--- src/hdl/nts_ram.sv ---
// ============================================================================
// nts_ram
// Generic simple dual-port RAM: one write port, one registered read port.
// ============================================================================
`timescale 1ns / 1ps

module nts_ram #(
    parameter int WIDTH = 8,
    parameter int DEPTH = 16,
    localparam int ADDR_BITS = $clog2(DEPTH)
) (
    input  logic                 aclk,
    input  logic                 wr_en,
    input  logic [ADDR_BITS-1:0] wr_addr,
    input  logic [WIDTH-1:0]     wr_data,
    input  logic [ADDR_BITS-1:0] rd_addr,
    output logic [WIDTH-1:0]     rd_data
);

    logic [WIDTH-1:0] mem [DEPTH];
    logic [WIDTH-1:0] rd_data_reg;

    // Write port and registered read port.
    always_ff @(posedge aclk) begin
        if (wr_en) begin
            mem[wr_addr] <= wr_data;
        end
        rd_data_reg <= mem[rd_addr];
    end

    assign rd_data = rd_data_reg;

endmodule

--- config.mk ---
export PLATFORM = sky130hd
export DESIGN_NAME = nts_ram
export DESIGN_NICKNAME = d
export VERILOG_FILES = /design/src/hdl/nts_ram.sv
export SDC_FILE = /design/constraint.sdc
export NUM_CORES = 1
export LEC_CHECK = 0
export ABC_AREA = 1
export ABC_CLOCK_PERIOD_IN_PS = 1400
export CAP_MARGIN = 10
export CORE_UTILIZATION = 50
export CTS_BUF_LIST = sky130_fd_sc_hd__clkbuf_16
export CTS_CLUSTER_SIZE = 14
export DETAILED_ROUTE_END_ITERATION = 16
export DONT_BUFFER_PORTS = 1
export HOLD_SLACK_MARGIN = 0.06
export PLACE_DENSITY_LB_ADDON = 0.05
export SLEW_MARGIN = 20
export SYNTH_ARGS = -nofsm -noshare
export SYNTH_HDL_FRONTEND = slang
export SYNTH_SLANG_ARGS = --single-unit
--- constraint.sdc ---
create_clock -name aclk -period 1.4 [get_ports aclk]
set_input_delay 0.28 -clock aclk [delete_from_list [all_inputs] [get_ports aclk]]
set_output_delay 0.28 -clock aclk [all_outputs]
set_load 0.02 [all_outputs]
==> results.toml <==
[detailed_routing]
viasPerCell = 5.08
wirelength_um = 13200
drc = 0
route.vias.total = 3715
drt-pass1-iter-count = 4
wl_per_cell_um = 18.0
ant_nets = 0
drtIter0Drc = 317

[critical_path]
cp.depth = 1
cp-start-kind = "input pin"
cp_max_fo = 16
worst-r2r-cell-count = 6
end_kind = "flip-flop"
reg2reg_to = "rd_data[5]"
crit_family = "buffers and inverters"
worstPathRequired_ps = 1490
startpoint = "wr_data[0]"
ff2ff_setup_slack_ps = 370
path_buf_inv = 1
cp_slowest_cell = "dlygate4sd3_1"
endpoint = "mem[9][0]"
criticalPathCategory = "input pin to flip-flop"
crit_path_max_incr_delay_ps = 1090
crit_chain = "dlygate4sd3_1"
cp.arrival_ps = 1380
r2r_start = "mem[11][5]"

[clocking]
root_buffer = "clkbuf_16"
ctsResizeCount = 0
cts_tree = "yes"
clk_latency_ps = 410
htree_levels = 4
clock_path_buffers = 2
clk_pin_slew_ps = 50
cts.sink_count = 136
cts_inserted_buffers = 17

[die]
core_um2 = 11000
dieHeight_um = 109
start_util_pct = 52.3
die_width_um = 109
die-area_um2 = 12000
ios = 26
rows = 38

[sta]
setup_violations = 0
maxSlewHeadroom_pct = 43.2
hold_ws_ps = 69.6
slew_viol_final = 0
period_minus_slack_ps = 1280
fin_crit_sh_pct = 91.7
fin_setup_tns_ps = 0
finalHoldViolations = 0
fmax_mhz = 779
skew_ps = 6.12
rsz0062_at_grt = "no"
worst_pin_slew_ps = 849

[yosys]
synth_flop_cell = "edfxtp_1"
synth_cell_types = 12
synth_edf_count = 128
synth.most_common_cell = "nand2_1"
yosysTopAreaCell = "edfxtp_1"
synth_mux_area_share_pct = 0
netlist_area_um2 = 5770
synth_top_family_by_area = "simple AND/OR/NAND/NOR gates"
ys_seq_area_share_pct = 69.4
syn_avg_cell_area_um2 = 10.5
syn-num-nets = 569
synthArstFlopShare_pct = 0
syn_inst = 551
synth_commonest_cells = "nand2_1 (173), edfxtp_1 (128), inv_1 (100), nand3_1 (97), nor2_1 (17)"
yosysTopAreaCellShare_pct = 66.7
ys_ff_latch = 136
synth-simple-area-share_pct = 21.0
synthTopCellsByArea = "edfxtp_1 (67%), nand2_1 (11%), nand3_1 (8.4%)"
synth_warnings = 0
synth_xor_area_share_pct = 0
synth_compound_area_share_pct = 0
synthAdderAreaFrac_pct = 0

[min_path]
hold_depth = 2
min-delay-path-class = "input pin to flip-flop"

[final_layout]
drive_above_1_share_pct = 8.29
largest_register_ffs = 128
finalNonFillerCells = 731
fin_nets = 596
area_growth_pct = 15.7
fill_cells = 933
final_util_pct = 60.5
diodes = 0

[pwr]
ir_worst_vdd_mv = 1.01
p_per_area_nw_per_um2 = 1440
p_leak_nw = 2.89

[global_routing]
antenna_found_initial = 0
grt_pass1_vias = 3587
grt_overflow_total = 0
grt_usage_pct = 24.6
grt_max_degree = 66
grt_pass1_wl_um = 20200

[job]
drv_cap = 0

[outcome]
status = "complete, no violations"

[place]
portBuffers = 0
place.gp.congestion = 0.813
dp_cells = 689
place_hpwl_um = 7910
## per-layer routing
metal | vias to the layer above | track usage, % | wire (um) | share of wire (%)
met5 | - | 0 | 0 | 0
met1 | 1737 | 34.3 | 5920 | 45
met4 | 0 | 10.3 | 206 | 1.6
met3 | 19 | 6.64 | 897 | 6.8
li1 | 1828 | - | - | -
met2 | 131 | 36.5 | 6130 | 47
## worst min-delay path by stage
stage / start / to / slack (ps)
floorplan: wr_data[0] / mem[0][0] / 380
global placement: wr_data[2] / mem[1][2] / 380
detailed placement: wr_data[0] / mem[1][0] / 380
CTS: rd_addr[3] / rd_data[7] / 70
global route: rd_addr[3] / rd_data[3] / 60
finish: rd_addr[3] / rd_data[0] / 70
## cells in the final DEF, fill, tap and decap left out, types with 3 or more instances in the layout
master,netlist,layout
buf_12,0,3
buf_4,4,19
bufinv_16,0,4
clkbuf_16,0,17
clkinv_1,0,3
clkinv_2,0,3
dfxtp_1,8,8
dlygate4sd3_1,0,10
edfxtp_1,128,128
inv_1,100,104
nand2_1,173,173
nand3_1,97,97
nor2_1,17,17
## stage by stage
step | setup slack (ps) | area, um^2 | power (mW)
after floorplan | 169 | 5770 | 5.01
after global placement | 193 | 5980 | 5.08
after detailed placement | 167 | 5980 | 5.09
after CTS | 115 | 6660 | 9.64
after global routing | 114 | 6670 | 9.88
final | 117 | 6670 | 9.59
## power breakdown
group	switching [mW]	total (mW)	internal, mW
clock network	1.57	4.49	2.92
logic	0.324	0.481	0.157
registers	0.0600	4.62	4.56
## what timing repair did
item	in CTS	in global routing
setup buffers	0	0
hold buffers	9	1
endpoints found under the hold margin	132	1
## cell families (layout without fill, tap and decap cells)
logic type / count (synthesis) / in the layout
buffers and inverters: 126 / 166
AND/OR/NAND/NOR: 289 / 289
flip-flops: 136 / 136
## worst reg2reg max path: stages (launching register included)
cell and delay [ps]:
edfxtp_1 360, inv_1 60, nand2_1 40, nand3_1 90
nand3_1 120, nand3_1 150, nand2_1 90
## layout make-up
class                      count  area, um^2  area share (%)
sequential                   136        4000            60.0
multi-input combinational    289        1210            18.2
clock buffer                  17         425            6.38
inverter                     102         383            5.74
timing repair buffer          32         303            4.54
tap                          140         175            2.63
clock inverter                15         169            2.53
Power figures use the tool's default switching activity.
