File: src/hdl/nts_pkg.sv
// ============================================================================
// nts_pkg
// Shared types and constants for the nearest-three predecessor selector.
// ============================================================================
`timescale 1ns / 1ps

package nts_pkg;

    // Default geometry of the history window and the coordinates.
    localparam int WINDOW_DEPTH_DEF = 64;
    localparam int COORD_BITS_DEF   = 30;

    // Fixed field widths of the result item.
    localparam int OFF_BITS   = 8;
    localparam int DIST_BITS  = 31;
    localparam int NEAR_COUNT = 3;

    // Result item packing: three offsets, three distances, zero padding.
    localparam int M_FIELD_BITS = NEAR_COUNT * (OFF_BITS + DIST_BITS);
    localparam int M_DATA_BITS  = ((M_FIELD_BITS + 7) / 8) * 8;
    localparam int M_PAD_BITS   = M_DATA_BITS - M_FIELD_BITS;

    // Search bounds and counter limits.
    localparam logic [OFF_BITS-1:0] MIN_SEARCH       = 8'd3;
    localparam logic [OFF_BITS-1:0] MAX_OFFSET_RESET = 8'd64;
    localparam logic [OFF_BITS-1:0] ATOMS_SAT        = 8'd255;

    // Coordinate axis handled by the distance unit in a given cycle.
    typedef enum logic [1:0] {
        AXIS_X = 2'd0,
        AXIS_Y = 2'd1,
        AXIS_Z = 2'd2
    } nts_axis_t;

    // Tag that travels alongside the history word through the distance unit.
    typedef struct packed {
        logic      valid;
        nts_axis_t axis;
    } nts_tag_t;

endpackage

File: src/hdl/nts_dist.sv
// ============================================================================
// nts_dist
// Shared squared-distance unit. One axis per cycle goes through a subtract,
// a single multiplier and an accumulator; every third product closes one
// candidate's squared Euclidean distance.
// ============================================================================
`timescale 1ns / 1ps

module nts_dist #(
    parameter int COORD_BITS = nts_pkg::COORD_BITS_DEF,
    localparam int HIST_BITS = 3 * COORD_BITS,
    localparam int SQ_BITS   = 2 * COORD_BITS + 2
) (
    input  logic                 aclk,
    input  logic                 aresetn,
    input  nts_pkg::nts_tag_t    tag_in,
    input  logic [HIST_BITS-1:0] self_coords,
    input  logic [HIST_BITS-1:0] hist_word,
    output logic                 dist_valid,
    output logic [SQ_BITS-1:0]   sq_dist
);

    localparam int PROD_BITS = 2 * COORD_BITS;

    logic [COORD_BITS-1:0]        self_sel;
    logic [COORD_BITS-1:0]        hist_sel;
    logic signed [COORD_BITS:0]   diff_w;
    logic [COORD_BITS:0]          mag_w;
    logic [PROD_BITS-1:0]         prod_w;
    logic [SQ_BITS-1:0]           sum_w;

    nts_pkg::nts_tag_t            tag1_reg;
    nts_pkg::nts_tag_t            tag2_reg;
    logic [COORD_BITS-1:0]        diff_reg;
    logic [PROD_BITS-1:0]         prod_reg;
    logic [SQ_BITS-1:0]           acc_reg;
    logic [SQ_BITS-1:0]           dist_reg;
    logic                         dist_valid_reg;

    // Pick the coordinate pair for the axis in flight.
    always_comb begin
        unique case (tag_in.axis)
            nts_pkg::AXIS_X: begin
                self_sel = self_coords[COORD_BITS-1:0];
                hist_sel = hist_word[COORD_BITS-1:0];
            end
            nts_pkg::AXIS_Y: begin
                self_sel = self_coords[2*COORD_BITS-1:COORD_BITS];
                hist_sel = hist_word[2*COORD_BITS-1:COORD_BITS];
            end
            default: begin
                self_sel = self_coords[3*COORD_BITS-1:2*COORD_BITS];
                hist_sel = hist_word[3*COORD_BITS-1:2*COORD_BITS];
            end
        endcase
    end

    // Sign-extended difference and its magnitude, which fits in COORD_BITS.
    assign diff_w = $signed({self_sel[COORD_BITS-1], self_sel})
                  - $signed({hist_sel[COORD_BITS-1], hist_sel});
    assign mag_w  = diff_w[COORD_BITS] ? (COORD_BITS+1)'(-diff_w) : diff_w;

    // The shared multiplier squares one axis difference per cycle.
    assign prod_w = diff_reg * diff_reg;
    assign sum_w  = acc_reg + SQ_BITS'(prod_reg);

    // Three register stages: difference, square, accumulate.
    always_ff @(posedge aclk) begin
        if (!aresetn) begin
            tag1_reg       <= '0;
            tag2_reg       <= '0;
            dist_valid_reg <= 1'b0;
        end else begin
            tag1_reg       <= tag_in;
            tag2_reg       <= tag1_reg;
            diff_reg       <= mag_w[COORD_BITS-1:0];
            prod_reg       <= prod_w;
            dist_valid_reg <= tag2_reg.valid && (tag2_reg.axis == nts_pkg::AXIS_Z);
            if (tag2_reg.valid) begin
                if (tag2_reg.axis == nts_pkg::AXIS_X) begin
                    acc_reg <= SQ_BITS'(prod_reg);
                end else begin
                    acc_reg <= sum_w;
                end
                dist_reg <= sum_w;
            end
        end
    end

    assign dist_valid = dist_valid_reg;
    assign sq_dist    = dist_reg;

endmodule

File: config.mk
export PLATFORM = sky130hd
export DESIGN_NAME = nts_dist
export DESIGN_NICKNAME = d
export VERILOG_FILES = /design/src/hdl/nts_pkg.sv /design/src/hdl/nts_dist.sv
export SDC_FILE = /design/constraint.sdc
export NUM_CORES = 2
export LEC_CHECK = 0
export ABC_CLOCK_PERIOD_IN_PS = 8500
export BUFFER_PORTS_ARGS = -buffer_cell sky130_fd_sc_hd__buf_2
export CORE_ASPECT_RATIO = 1.5
export CORE_MARGIN = 3
export CORE_UTILIZATION = 40
export DETAILED_ROUTE_END_ITERATION = 7
export PLACE_DENSITY = 0.61
export SLEW_MARGIN = 20
export SYNTH_ARGS = -nofsm -noshare
export SYNTH_HDL_FRONTEND = slang
export SYNTH_SLANG_ARGS = --single-unit
File: constraint.sdc
create_clock -name aclk -period 8.5 [get_ports aclk]
set_clock_uncertainty 0.15 [all_clocks]
set_input_delay 0.85 -clock aclk [delete_from_list [all_inputs] [get_ports aclk]]
set_output_delay 0.85 -clock aclk [all_outputs]
set_load 0.01 [all_outputs]
==> impl_results.md <==
- Number of rows in the core area: 141
- TritonCTS clock tree: built
- Antenna violations before repair: 5
- Area of the core: 99100 um^2
- Mux cell area share after synthesis: 0.0199
- Detailed Route WL: 104000 um
- WP data arrival: 8490 ps
- Max Fclk: 120 MHz
- Hold violation total from the final report: 0
- Critical path fanouts, max: 12
- Antenna violation net count after detailed routing: 0
- I/O pin total: 248
- Combinational family with the most area after synthesis: adder cells
- Kind of capture point of the worst setup path: flop
- TritonCTS sink count: 220
- Length in cells of the worst reg-to-reg path: 25
- Floorplan die area: 104000 um^2
- Vias per cell: 5.04
- Number of synthesized flops with an enable pin: 213
- Reg-to-reg endpoint: prod_reg[53]$_DFFE_PP_
- Hold-fix buffers at CTS: 0
- Crit. Startpoint: diff_reg[23]$_DFFE_PP_
- Initial detailed-routing violation count: 1377
- Worst slew margin relative to its limit: 0.361
- CTS buffer count: 23
- Final Wtd Congestion: 0.896
- Max-cap viol count: 0
- Net count of the mapped netlist: 5506
- Cells after Synth: 4272
- Portion of the post-synthesis area used by sequential elements: 0.163
- Area Growth Syn to Fin: 10.2%
- Yosys synthesis warning count: 0
- Top cells by instance count after synthesis: sky130_fd_sc_hd__inv_1, sky130_fd_sc_hd__fa_1, sky130_fd_sc_hd__nand2_1, sky130_fd_sc_hd__ha_1
- Clock slew at the register clock pins of the worst setup and hold paths: 60 ps
- Adder-cell area share of the yosys netlist: 0.456
- Worst path required time: 8640 ps
- Async set-or-reset flop fraction in the synthesized netlist: 0
- Pin count of the biggest net entering global routing: 87
- Critical path endpoint: prod_reg[53]$_DFFE_PP_
- Most instantiated flip-flop cell in the synthesis netlist: sky130_fd_sc_hd__edfxtp_1
- Clock insertion delay at the later pin of the skew report: 560 ps
- Max clock buf depth: 3
- Fraction of the mapped netlist area in compound gates: 0.0912
- Cell variety after synth: 86
- Width of the chip: 265 um
- Final cell utilization of the core: 0.447
- Worst setup path class: reg2reg
- Combined area of all synthesized cells: 40200 um^2
- Post-route DRC: 0
- Dpl cells: 5743
- Time the worst path needs with I/O delays and setup: 8350 ps
- Number of vias after detailed routing: 29200
- Detailed-router iteration count before antenna repair: 5
- Tightest hold margin: 289 ps
- Summed negative setup slack over all endpoints: 0 ps
- Biggest area contributors in the synthesized netlist: sky130_fd_sc_hd__fa_1, sky130_fd_sc_hd__edfxtp_1, sky130_fd_sc_hd__ha_1
- Half-perimeter wire length after placement: 88300 um
- CTS H-Tree Depth: 1
- Post-Synth XOR/XNOR Area: 0.0412
- Share of the synthesized area in the top cell type: 0.347
- Root Buffer Master: sky130_fd_sc_hd__clkbuf_16
- Detail-routed net length per standard cell: 18.0 um
- Number of global-route vias before repair: 31900
- Number of non-filler instances in the completed layout: 5805
- Worst slew pin tran: 953 ps
- Number of buffers inserted by port buffering: 247
- Total routing usage reported by global routing: 0.201
- Startpoint Class: flop
- Result of the run: complete, no violations
- Hold Path Class: reg2reg
- Final Net Count: 5735
- Syn Area/Cell: 9.41 um^2
- Simple-gate portion of the synthesized area: 0.125
- Startpoint of the lowest-slack register-to-register path: diff_reg[23]$_DFFE_PP_
- Synthesized flop and latch total: 220
- Count leader, synth: sky130_fd_sc_hd__inv_1
- Biggest area consumer among synthesized cells: sky130_fd_sc_hd__fa_1
- Pins Over Slew Limit: 0
- Ratio of final minimum period to clock period: 0.982
- Unrepaired setup endpoints after global routing: false
- Starting density of the core: 0.406
- Global route overflow: 0
- Final-report setup violation count: 0
- Global-route wire length before repair: 167000 um
- DIE HEIGHT: 394 um
- Ratio of cells with drive above 1 in the final layout: 0.106
- R2r setup slk: 150 ps
## routing by layer
layer | up-vias | GRT usage | part of all wire
li1 | 13900 | - | -
met1 | 14400 | 0.236 | 0.40
met2 | 726 | 0.380 | 0.53
met3 | 208 | 0.0163 | 0.037
met4 | 0 | 0.0712 | 0.040
met5 | - | 0 | 0
## worst min path at each step
stage,from,endpoint,slack [ps],cells past startpoint
after floorplan,tag1_reg[0]$_SDFF_PN0_,tag2_reg[0]$_SDFF_PN0_,260,1
final,tag1_reg[2]$_SDFF_PN0_,tag2_reg[2]$_SDFF_PN0_,290,1
after global routing,tag1_reg[2]$_SDFF_PN0_,tag2_reg[2]$_SDFF_PN0_,300,1
after CTS,tag1_reg[2]$_SDFF_PN0_,tag2_reg[2]$_SDFF_PN0_,290,1
after global placement,tag1_reg[2]$_SDFF_PN0_,tag2_reg[2]$_SDFF_PN0_,270,1
after detailed placement,tag1_reg[2]$_SDFF_PN0_,tag2_reg[2]$_SDFF_PN0_,280,1
## layout by cell type (no fill, tap or decap), types with 30 or more instances in the layout
cell	instances
sky130_fd_sc_hd__o21ai_0	111
sky130_fd_sc_hd__mux2i_1	64
sky130_fd_sc_hd__buf_4	127
sky130_fd_sc_hd__edfxtp_1	213
sky130_fd_sc_hd__inv_1	932
sky130_fd_sc_hd__a21oi_1	179
sky130_fd_sc_hd__nand2_1	470
sky130_fd_sc_hd__buf_2	245
sky130_fd_sc_hd__nor2_1	151
sky130_fd_sc_hd__xnor2_1	121
sky130_fd_sc_hd__xor2_1	68
sky130_fd_sc_hd__nand3_1	42
sky130_fd_sc_hd__a21o_1	86
sky130_fd_sc_hd__a31oi_1	30
sky130_fd_sc_hd__fa_1	696
sky130_fd_sc_hd__ha_1	353
sky130_fd_sc_hd__nand4_1	37
sky130_fd_sc_hd__and2_1	212
## per-stage QoR
stage	worst slack, ps	instance area [um^2]
after global routing	1.33	44300
after floorplan	647	40200
after CTS	169	44100
final	153	44300
after global placement	234	43400
after detailed placement	200	43400
## critical path, stage by stage, from the launching register on
cell	delay, ps
sky130_fd_sc_hd__edfxtp_1	710
sky130_fd_sc_hd__buf_12	300
sky130_fd_sc_hd__and2_1	190
sky130_fd_sc_hd__fa_1	540
sky130_fd_sc_hd__fa_1	560
sky130_fd_sc_hd__inv_1	60
sky130_fd_sc_hd__fa_1	480
sky130_fd_sc_hd__fa_1	520
sky130_fd_sc_hd__inv_1	60
sky130_fd_sc_hd__fa_1	440
sky130_fd_sc_hd__fa_1	510
sky130_fd_sc_hd__fa_1	600
sky130_fd_sc_hd__ha_1	270
sky130_fd_sc_hd__ha_1	300
sky130_fd_sc_hd__a21o_1	210
sky130_fd_sc_hd__a21o_1	180
sky130_fd_sc_hd__a21oi_1	260
sky130_fd_sc_hd__buf_4	180
sky130_fd_sc_hd__nand4_1	70
sky130_fd_sc_hd__o31ai_1	290
sky130_fd_sc_hd__buf_4	170
sky130_fd_sc_hd__a21oi_1	70
sky130_fd_sc_hd__a221o_1	400
sky130_fd_sc_hd__a32oi_1	260
sky130_fd_sc_hd__a31oi_1	140
sky130_fd_sc_hd__xor2_1	160
## area by class of cell
type                            instances  area, um^2
Antenna cell                            1        2.50
Clock buffer                           26         607
Clock inverter                         15         136
Fill cell                            9599       54800
Inverter                              934        3510
Multi-Input combinational cell       2937       29500
Sequential cell                       220        6540
Tap cell                             1287        1610
Timing Repair Buffer                  385        2430
## cells by family after synthesis
logic type                 Yosys count
buffers and inverters             1115
adders and majority gates         1049
and+or+nand+nor                   1046
AOI/OAI and AO/OA                  575
DFF                                220
xor gates and xnor gates           189
muxes                               78
## timing repair
item	4_1_cts	5_1_grt
resized for setup	0	2
buffers inserted	0	19
setup endpoints to repair	0	8
Power is left out: the tool's default activity adds up to more than one toggle a clock period on the data nets, which glitch-free logic cannot reach.
